--- config.mk ---
export PLATFORM = sky130hd
export DESIGN_NAME = missing_columns_encoder
export DESIGN_NICKNAME = d
export VERILOG_FILES = /design/src/design/mce_pkg.sv /design/src/design/mce_ctrl.sv /design/src/design/mce_datapath.sv /design/src/design/missing_columns_encoder.sv
export SDC_FILE = /design/constraint.sdc
export NUM_CORES = 2
export LEC_CHECK = 0
export BUFFER_PORTS_ARGS = -buffer_cell sky130_fd_sc_hd__buf_2
export CAP_MARGIN = 20
export CORE_ASPECT_RATIO = 1.4
export CORE_MARGIN = 5
export CORE_UTILIZATION = 43
export DETAILED_ROUTE_END_ITERATION = 8
export GPL_TIMING_DRIVEN = 0
export PLACE_DENSITY = 0.66
export SYNTH_ARGS = -nofsm -noshare
export SYNTH_HDL_FRONTEND = slang
export SYNTH_SLANG_ARGS = --single-unit
export TNS_END_PERCENT = 50
--- constraint.sdc ---
create_clock -name i_clk -period 8.7 [get_ports i_clk]
set_clock_uncertainty 0.05 [all_clocks]
set_input_delay 1.74 -clock i_clk [delete_from_list [all_inputs] [get_ports i_clk]]
set_output_delay 1.74 -clock i_clk [all_outputs]
set_load 0.01 [all_outputs]
--- src/design/mce_pkg.sv ---
// Shared types and constants for the missing-columns encoder.
// No dependencies; used by mce_ctrl, mce_datapath and missing_columns_encoder.
`default_nettype none

package mce_pkg;

    localparam int CFG_W           = 11;
    localparam int VALUE_W         = 63;
    localparam int STATUS_W        = 2;
    localparam int SMALL_LIMIT     = 64;
    localparam int BITMAP_W        = 63;
    localparam int MAX_COLUMNS_DEF = 1024;

    typedef enum logic [STATUS_W-1:0] {
        ST_VALID      = 2'd0,
        ST_END        = 2'd1,
        ST_NOT_LOADED = 2'd2
    } t_status;

    typedef enum logic [1:0] {
        VAL_ZERO   = 2'd0,
        VAL_BITMAP = 2'd1,
        VAL_COUNT  = 2'd2,
        VAL_ID     = 2'd3
    } t_val_sel;

    typedef enum logic [1:0] {
        S_IDLE     = 2'd0,
        S_SCAN_RD  = 2'd1,
        S_SCAN_CHK = 2'd2
    } t_state;

    typedef struct packed {
        logic     load;
        logic     clear;
        logic     set_cnt_emitted;
        logic     scan_inc;
        logic     emit;
        t_val_sel emit_sel;
        t_status  emit_status;
    } t_dp_cmd;

    typedef struct packed {
        logic loaded;
        logic all_present;
        logic narrow;
        logic cnt_emitted;
        logic scan_done;
        logic bit_match;
    } t_dp_stat;

endpackage

`default_nettype wire

--- src/design/mce_ctrl.sv ---
// Sequencer for the missing-columns encoder: accepts beats, decides each request
// and steps the id scan. Depends on mce_pkg; drives mce_datapath via t_dp_cmd.
`default_nettype none

module mce_ctrl (
    input  wire                logic i_clk,
    input  wire                logic i_rst_n,
    input  wire                logic start,
    input  wire                logic i_mode,
    input  wire mce_pkg::t_dp_stat i_stat,
    output logic               busy,
    output mce_pkg::t_dp_cmd   o_cmd
);

    mce_pkg::t_state r_state;
    mce_pkg::t_state n_state;
    logic            accept;

    assign accept = start && !busy;

    always_ff @(posedge i_clk) begin
        if (!i_rst_n) begin
            r_state <= mce_pkg::S_IDLE;
        end else begin
            r_state <= n_state;
        end
    end

    always_comb begin
        n_state = r_state;
        case (r_state)
            mce_pkg::S_IDLE: begin
                if (accept && i_mode && i_stat.loaded && !i_stat.all_present &&
                    !i_stat.narrow && i_stat.cnt_emitted) begin
                    n_state = mce_pkg::S_SCAN_RD;
                end
            end
            mce_pkg::S_SCAN_RD: begin
                n_state = i_stat.scan_done ? mce_pkg::S_IDLE : mce_pkg::S_SCAN_CHK;
            end
            mce_pkg::S_SCAN_CHK: begin
                n_state = i_stat.bit_match ? mce_pkg::S_IDLE : mce_pkg::S_SCAN_RD;
            end
            default: n_state = mce_pkg::S_IDLE;
        endcase
    end

    always_comb begin
        busy                  = (r_state != mce_pkg::S_IDLE);
        o_cmd                 = '0;
        o_cmd.emit_sel        = mce_pkg::VAL_ZERO;
        o_cmd.emit_status     = mce_pkg::ST_VALID;
        case (r_state)
            mce_pkg::S_IDLE: begin
                if (accept && !i_mode) begin
                    o_cmd.load = !i_stat.loaded;
                end else if (accept && i_mode) begin
                    if (!i_stat.loaded) begin
                        o_cmd.emit        = 1'b1;
                        o_cmd.emit_status = mce_pkg::ST_NOT_LOADED;
                    end else if (i_stat.all_present ||
                                 (i_stat.narrow && i_stat.cnt_emitted)) begin
                        o_cmd.clear       = 1'b1;
                        o_cmd.emit        = 1'b1;
                        o_cmd.emit_status = mce_pkg::ST_END;
                    end else if (!i_stat.cnt_emitted) begin
                        // first value: bitmap for narrow rows, missing count otherwise
                        o_cmd.set_cnt_emitted = 1'b1;
                        o_cmd.emit            = 1'b1;
                        o_cmd.emit_sel        = i_stat.narrow ? mce_pkg::VAL_BITMAP
                                                              : mce_pkg::VAL_COUNT;
                    end
                end
            end
            mce_pkg::S_SCAN_RD: begin
                if (i_stat.scan_done) begin
                    o_cmd.clear       = 1'b1;
                    o_cmd.emit        = 1'b1;
                    o_cmd.emit_status = mce_pkg::ST_END;
                end
            end
            mce_pkg::S_SCAN_CHK: begin
                o_cmd.scan_inc = 1'b1;
                if (i_stat.bit_match) begin
                    o_cmd.emit     = 1'b1;
                    o_cmd.emit_sel = mce_pkg::VAL_ID;
                end
            end
            default: begin
                o_cmd.emit = 1'b0;
            end
        endcase
    end

    a_chk_after_rd: assert property (@(posedge i_clk) disable iff (!i_rst_n)
        (r_state == mce_pkg::S_SCAN_CHK) |-> ($past(r_state) == mce_pkg::S_SCAN_RD))
        else $error("scan check without a preceding read");

    a_no_load_emit: assert property (@(posedge i_clk) disable iff (!i_rst_n)
        o_cmd.load |-> (!o_cmd.emit && !o_cmd.clear))
        else $error("load issued together with a result");

endmodule

`default_nettype wire

--- src/design/mce_datapath.sv ---
// Row state, presence memory and result registers of the missing-columns encoder.
// Depends on mce_pkg; commanded by mce_ctrl through t_dp_cmd.
`default_nettype none

module mce_datapath #(
    parameter int MAX_COLUMNS = mce_pkg::MAX_COLUMNS_DEF
) (
    input  wire              logic i_clk,
    input  wire              logic i_rst_n,
    input  wire              logic i_cfg_we,
    input  wire              logic [mce_pkg::CFG_W-1:0] i_cfg_data,
    input  wire              logic i_column_present,
    input  wire mce_pkg::t_dp_cmd i_cmd,
    output mce_pkg::t_dp_stat o_stat,
    output logic             o_strobe,
    output logic [mce_pkg::VALUE_W-1:0]  o_value,
    output logic [mce_pkg::STATUS_W-1:0] o_status
);

    localparam int CNT_W  = $clog2(MAX_COLUMNS + 1);
    localparam int ADDR_W = $clog2(MAX_COLUMNS);
    localparam int CMP_W  = (CNT_W > mce_pkg::CFG_W) ? CNT_W : mce_pkg::CFG_W;

    logic                          r_mem [MAX_COLUMNS];
    logic                          r_rd_bit;
    logic [CNT_W-1:0]              r_total;
    logic [CNT_W-1:0]              r_load_idx;
    logic [CNT_W-1:0]              r_present_cnt;
    logic [CNT_W-1:0]              r_scan;
    logic [mce_pkg::BITMAP_W-1:0]  r_bitmap;
    logic                          r_cnt_emitted;
    logic                          r_strobe;
    logic [mce_pkg::VALUE_W-1:0]   r_value;
    logic [mce_pkg::STATUS_W-1:0]  r_status;

    logic [CNT_W-1:0]              n_total;
    logic [mce_pkg::VALUE_W-1:0]   n_value;
    logic                          list_present;
    logic                          do_load;

    // clamp the configured count to the store depth
    assign n_total = (CMP_W'(i_cfg_data) < CMP_W'(MAX_COLUMNS)) ? CNT_W'(i_cfg_data)
                                                                 : CNT_W'(MAX_COLUMNS);

    assign do_load      = i_cmd.load && (r_load_idx < r_total);
    assign list_present = r_present_cnt < (r_total >> 1);

    always_comb begin
        o_stat.loaded      = (r_load_idx >= r_total);
        o_stat.all_present = (r_present_cnt >= r_total);
        o_stat.narrow      = (r_total < CNT_W'(mce_pkg::SMALL_LIMIT));
        o_stat.cnt_emitted = r_cnt_emitted;
        o_stat.scan_done   = (r_scan >= r_total);
        o_stat.bit_match   = (list_present == r_rd_bit);
    end

    always_comb begin
        case (i_cmd.emit_sel)
            mce_pkg::VAL_BITMAP: n_value = mce_pkg::VALUE_W'(r_bitmap);
            mce_pkg::VAL_COUNT:  n_value = mce_pkg::VALUE_W'(r_total - r_present_cnt);
            mce_pkg::VAL_ID:     n_value = mce_pkg::VALUE_W'(r_scan);
            default:             n_value = '0;
        endcase
    end

    // presence store: one write port for loads, one registered read at the scan pointer
    always_ff @(posedge i_clk) begin
        if (do_load) begin
            r_mem[r_load_idx[ADDR_W-1:0]] <= i_column_present;
        end
        r_rd_bit <= r_mem[r_scan[ADDR_W-1:0]];
    end

    always_ff @(posedge i_clk) begin
        if (!i_rst_n) begin
            r_total       <= '0;
            r_load_idx    <= '0;
            r_present_cnt <= '0;
            r_scan        <= '0;
            r_bitmap      <= '0;
            r_cnt_emitted <= 1'b0;
            r_strobe      <= 1'b0;
        end else begin
            r_strobe <= i_cmd.emit;
            if (i_cfg_we || i_cmd.clear) begin
                r_load_idx    <= '0;
                r_present_cnt <= '0;
                r_scan        <= '0;
                r_bitmap      <= '0;
                r_cnt_emitted <= 1'b0;
            end else begin
                if (do_load) begin
                    r_load_idx <= r_load_idx + 1'b1;
                    if (i_column_present) begin
                        r_present_cnt <= r_present_cnt + 1'b1;
                    end else if (r_load_idx < CNT_W'(mce_pkg::BITMAP_W)) begin
                        r_bitmap[r_load_idx[5:0]] <= 1'b1;
                    end
                end
                if (i_cmd.set_cnt_emitted) begin
                    r_cnt_emitted <= 1'b1;
                end
                if (i_cmd.scan_inc) begin
                    r_scan <= r_scan + 1'b1;
                end
            end
            if (i_cfg_we) begin
                r_total <= n_total;
            end
        end
    end

    always_ff @(posedge i_clk) begin
        if (i_cmd.emit) begin
            r_value  <= n_value;
            r_status <= i_cmd.emit_status;
        end
    end

    assign o_strobe = r_strobe;
    assign o_value  = r_value;
    assign o_status = r_status;

    a_load_bound: assert property (@(posedge i_clk) disable iff (!i_rst_n)
        r_load_idx <= r_total)
        else $error("load index ran past the column count");

    a_present_bound: assert property (@(posedge i_clk) disable iff (!i_rst_n)
        r_present_cnt <= r_load_idx)
        else $error("present count exceeds loaded columns");

    a_scan_bound: assert property (@(posedge i_clk) disable iff (!i_rst_n)
        r_scan <= r_total)
        else $error("scan pointer ran past the column count");

endmodule

`default_nettype wire

--- src/design/missing_columns_encoder.sv ---
// Top level of the missing-columns encoder.
// Depends on mce_pkg, mce_ctrl and mce_datapath.
`default_nettype none

// Usage
//   Command beats: raise start with i_mode/i_column_present; the beat is taken
//   at a rising edge with start high and busy low. i_mode = 0 loads the
//   presence bit of the next column (no result); i_mode = 1 asks for the next
//   value of the encoding, which appears on o_value/o_status for one cycle
//   with o_strobe high.
//   Column count: write i_cfg_data with i_cfg_we high while idle; this also
//   clears the row.
//   Loads never raise busy. A request answers in the cycle after it is taken,
//   except a column-id request, which walks the presence memory one column at
//   a time, a read state then a check state per column (one read port,
//   registered read): it answers with the id of the first column examined
//   that matches, or with the end-of-row result when the scan runs out.
//   Busy stays high until the strobe cycle.
//   Reset (synchronous, active low): column count 0, row cleared, no strobe.
//   The presence memory is not cleared; only bits loaded since the last
//   clear are read.
//   The receiver cannot stall: each result is valid for exactly one cycle.

module missing_columns_encoder #(
    parameter int MAX_COLUMNS = mce_pkg::MAX_COLUMNS_DEF
) (
    input  wire  logic                          i_clk,
    input  wire  logic                          i_rst_n,
    input  wire  logic                          i_cfg_we,
    input  wire  logic [mce_pkg::CFG_W-1:0]     i_cfg_data,
    input  wire  logic                          start,
    output logic                                busy,
    input  wire  logic                          i_mode,
    input  wire  logic                          i_column_present,
    output logic                                o_strobe,
    output logic [mce_pkg::VALUE_W-1:0]         o_value,
    output logic [mce_pkg::STATUS_W-1:0]        o_status
);

    mce_pkg::t_dp_cmd  cmd;
    mce_pkg::t_dp_stat stat;

    mce_ctrl u_ctrl (
        .i_clk   (i_clk),
        .i_rst_n (i_rst_n),
        .start   (start),
        .i_mode  (i_mode),
        .i_stat  (stat),
        .busy    (busy),
        .o_cmd   (cmd)
    );

    mce_datapath #(
        .MAX_COLUMNS (MAX_COLUMNS)
    ) u_datapath (
        .i_clk            (i_clk),
        .i_rst_n          (i_rst_n),
        .i_cfg_we         (i_cfg_we),
        .i_cfg_data       (i_cfg_data),
        .i_column_present (i_column_present),
        .i_cmd            (cmd),
        .o_stat           (stat),
        .o_strobe         (o_strobe),
        .o_value          (o_value),
        .o_status         (o_status)
    );

endmodule

`default_nettype wire

==> key figures <==
Outcome
  • Status: completed

Global route
  • First-pass GRT wire length: ~260 mm
  • All-Layer GR Usage: 0.281
  • Vias in the first global route: ~34000
  • Pin count of the biggest net entering global routing: a little over 200
  • Total gr overflow: 0
  • Initial antenna violation count: 4

Worst setup path
  • CP Data Required Time: between 9000 and 10000 ps
  • CP startpoint kind: register
  • Worst Path Arrival: roughly 5600 ps
  • Critical path type: register to register
  • FF-to-FF Start: u_datapath.r_scan[5]
  • CP endpoint: u_datapath.r_rd_bit
  • Worst R2R Setup Slack: 3660 ps
  • CP max FO: 9
  • Worst r2r dst: u_datapath.r_rd_bit
  • Critical path endpoint category: register
  • FF-to-FF path depth: 10
  • Crit. Startpoint: u_datapath.r_scan[5]

Synthesis
  • Unique masters post-synth: a little under 80
  • Top_reg_cell synth: edfxtp_1
  • Mapped Nets: approximately 4000
  • Async SR Flop Fraction: 0
  • Synth top area cells: edfxtp_1 (62%), mux4_2 (9.4%), nor2_1 (8.3%)
  • Seq/Total Area, Yosys: 0.666
  • Post-Syn Instances: 3923
  • Post-synth top area cell: edfxtp_1
  • Synth top area share: 0.624
  • Post-Syn Area: around 52000 um^2
  • Seq cells post-synth: ~1200
  • Ys Warns: 0
  • Post-synth EDFFs: between 1000 and 1500
  • Mean Syn Cell Area: ~13 um^2

Layout
  • Commonest non-fill, non-tap cell in the layout: nor2_1
  • Share of cells above drive strength 1: 0.154
  • Final Non-Filler Cells: 5848
  • Most frequent cells in the layout: nor2_1 (1159), edfxtp_1 (1089), clkbuf_1 (242)
  • Final Core Density: 0.486
  • Synthesis-to-finish area growth: 12.3%
  • Nets: between 4000 and 5000

Routing
  • Avg WL per Cell: about 32 um
  • Final ANT Viol Nets: 0
  • 1st-pass router iterations: 8
  • Vias after detailed routing: ~36000
  • Final WL: roughly 190 mm
  • DRC violations left: 0
  • DR vias/cell: just over 6
  • Initial DRC count: between 5000 and 6000

Floorplanning
  • I/O Pins: 84
  • Die height: ~420 um
  • Die width: 305 um
  • Initial core utilization: 0.433
  • Area of the die: roughly 130000 um^2
  • Placeable Area: between 100000 and 150000 um^2
  • FP Rows: roughly 150

Clock network
  • CTS clk-pin slew, worst paths: about 70 ps
  • Clock Sinks: approximately 1200
  • CTS Buf Count: ~110
  • Maximum clock insertion buffer count: 3
  • CTS root buf: clkbuf_16
  • H-tree Lvls: 3
  • Clock Latency Late Sink: ~740 ps
  • Postcts setup bufs: 0
  • Post-CTS Hold Buffers: 0
  • CTS tree: done
  • Cts repair resizes: 0

STA
  • Pins Over Slew Limit: 0
  • Fmax: a little under 200 MHz
  • Final setup TNS: 0 ps
  • Crit path time final: between 5000 and 6000 ps
  • Tcrit/Tclk final: 0.579
  • Tightest Pin Transition: roughly 1400 ps
  • Max-Slew Margin vs Limit: 0.0929
  • RSZ-0062 raised after global routing: false
  • Hold Vio Cnt, Final: 0
  • Setup violations, final: 0

Placed design
  • Post-DP HPWL: 125 mm
  • PortBufs: 83
  • Inst Count DP: between 5000 and 6000
  • Gp weighted congestion: around 1.0

Pwr
  • Net Sw Power: between 0.002 and 0.0025 W
  • Int Pwr: 0.00902 W
  • Comb power frac: 0.020
  • Clk pwr share: 0.427
  • Part of the power in registers: 0.553
  • LEAKAGE: approximately 18 nW
  • Max VDD drop: between 0.00015 and 0.0002 V
  • Total Power: ~0.011 W
  • Switch share: 0.208
  • Pwr dens: between 150 and 200 nW/um^2

Run
  • Number of max-cap violations: 0

Worst hold path
  • Hold Crit Class: register to register
cells by family after synthesis:
family,after synthesis,synth area share
adder cells (fa/ha/maj),49,0.0118
flip-flops,1201,0.666
XOR/XNOR,31,0.00518
AND/OR/NAND/NOR,1577,0.122
AO/OA/AOI/OAI,362,0.0465
multiplexers,314,0.113
buffers and inverters,389,0.0352
layout make-up:
class | instances | area [um^2]
fill | 10518 | 62200
antenna | 4 | 10.0
inverter | 41 | 154
clock buffer | 144 | 3050
timing repair buffer | 113 | 867
buffer | 348 | 1690
tap | 1606 | 2010
clock inverter | 58 | 503
multi-input combinational | 2333 | 15600
sequential | 1201 | 34900
registers in the layout (all words and copies together) (netlist names):
| register | flops |
|---|---|
| u_datapath.r_mem | 1024 |
| u_ctrl.r_state | 2 |
| u_datapath.r_cnt_emitted | 1 |
| u_datapath.r_scan | 11 |
| u_datapath.o_value | 63 |
| u_datapath.r_rd_bit | 1 |
| u_datapath.o_status | 2 |
| u_datapath.o_strobe | 1 |
| u_datapath.r_bitmap | 63 |
| u_datapath.r_load_idx | 11 |
| u_datapath.r_total | 11 |
| u_datapath.r_present_cnt | 11 |
power by group through the flow:
stage,sequential (W),clock [W],combinational [W]
2_1_floorplan,0.00644,0,0.0000807
3_3_place_gp,0.00650,0,0.000206
3_5_place_dp,0.00643,0,0.000221
4_1_cts,0.00630,0.00487,0.000221
5_1_grt,0.00630,0.00510,0.000237
6_report,0.00630,0.00487,0.000223
cell usage after synthesis, types with 35 or more instances:
library cell  count
a21oi_1         108
a22oi_1          35
buf_2            77
clkbuf_1        220
dfxtp_1         112
edfxtp_1       1089
ha_1             48
inv_1            40
mux2i_1          78
mux4_2          220
nand2_1         220
nand3_1          50
nor2_1         1160
o21ai_0          46
worst min path at each step:
stage / start / to / slack (ps) / cells after the start
2_1_floorplan: u_ctrl.r_state[0] / u_ctrl.r_state[0] / 380 / 1
3_3_place_gp: u_datapath.r_bitmap[2] / u_datapath.r_bitmap[2] / 400 / 2
3_5_place_dp: u_datapath.r_bitmap[41] / u_datapath.r_bitmap[41] / 400 / 2
4_1_cts: u_datapath.r_bitmap[28] / u_datapath.r_bitmap[28] / 420 / 2
5_1_grt: u_datapath.r_bitmap[45] / u_datapath.r_bitmap[45] / 440 / 1
6_report: u_datapath.r_bitmap[41] / u_datapath.r_bitmap[41] / 420 / 2
stage by stage:
step	worst slack [ps]	hold WS, ps	area, um^2
floorplan	3960	383	52400
global route	3780	439	58900
CTS	4030	421	58800
detailed placement	3470	404	55300
finish	3660	417	58900
global placement	-5870	398	54900
metal layers:
metal / GRT usage / vias to the layer above / part of all wire
met5: 0 / - / 0
met4: 0.221 / 0 / 0.10
met3: 0.0682 / 704 / 0.11
met2: 0.462 / 2503 / 0.47
met1: 0.314 / 17982 / 0.31
li1: - / 14685 / -
critical path, stage by stage, from the launching register on:
cell and delay (ps):
dfxtp_1 450, nor2b_1 160, clkbuf_1 670, nand2b_1 700, nor2_1 990, a22oi_1 210
nand4_1 200, a211oi_1 60, a2111oi_0 970, o32ai_1 280, mux2i_1 230
(Power assumes the default switching activity.)
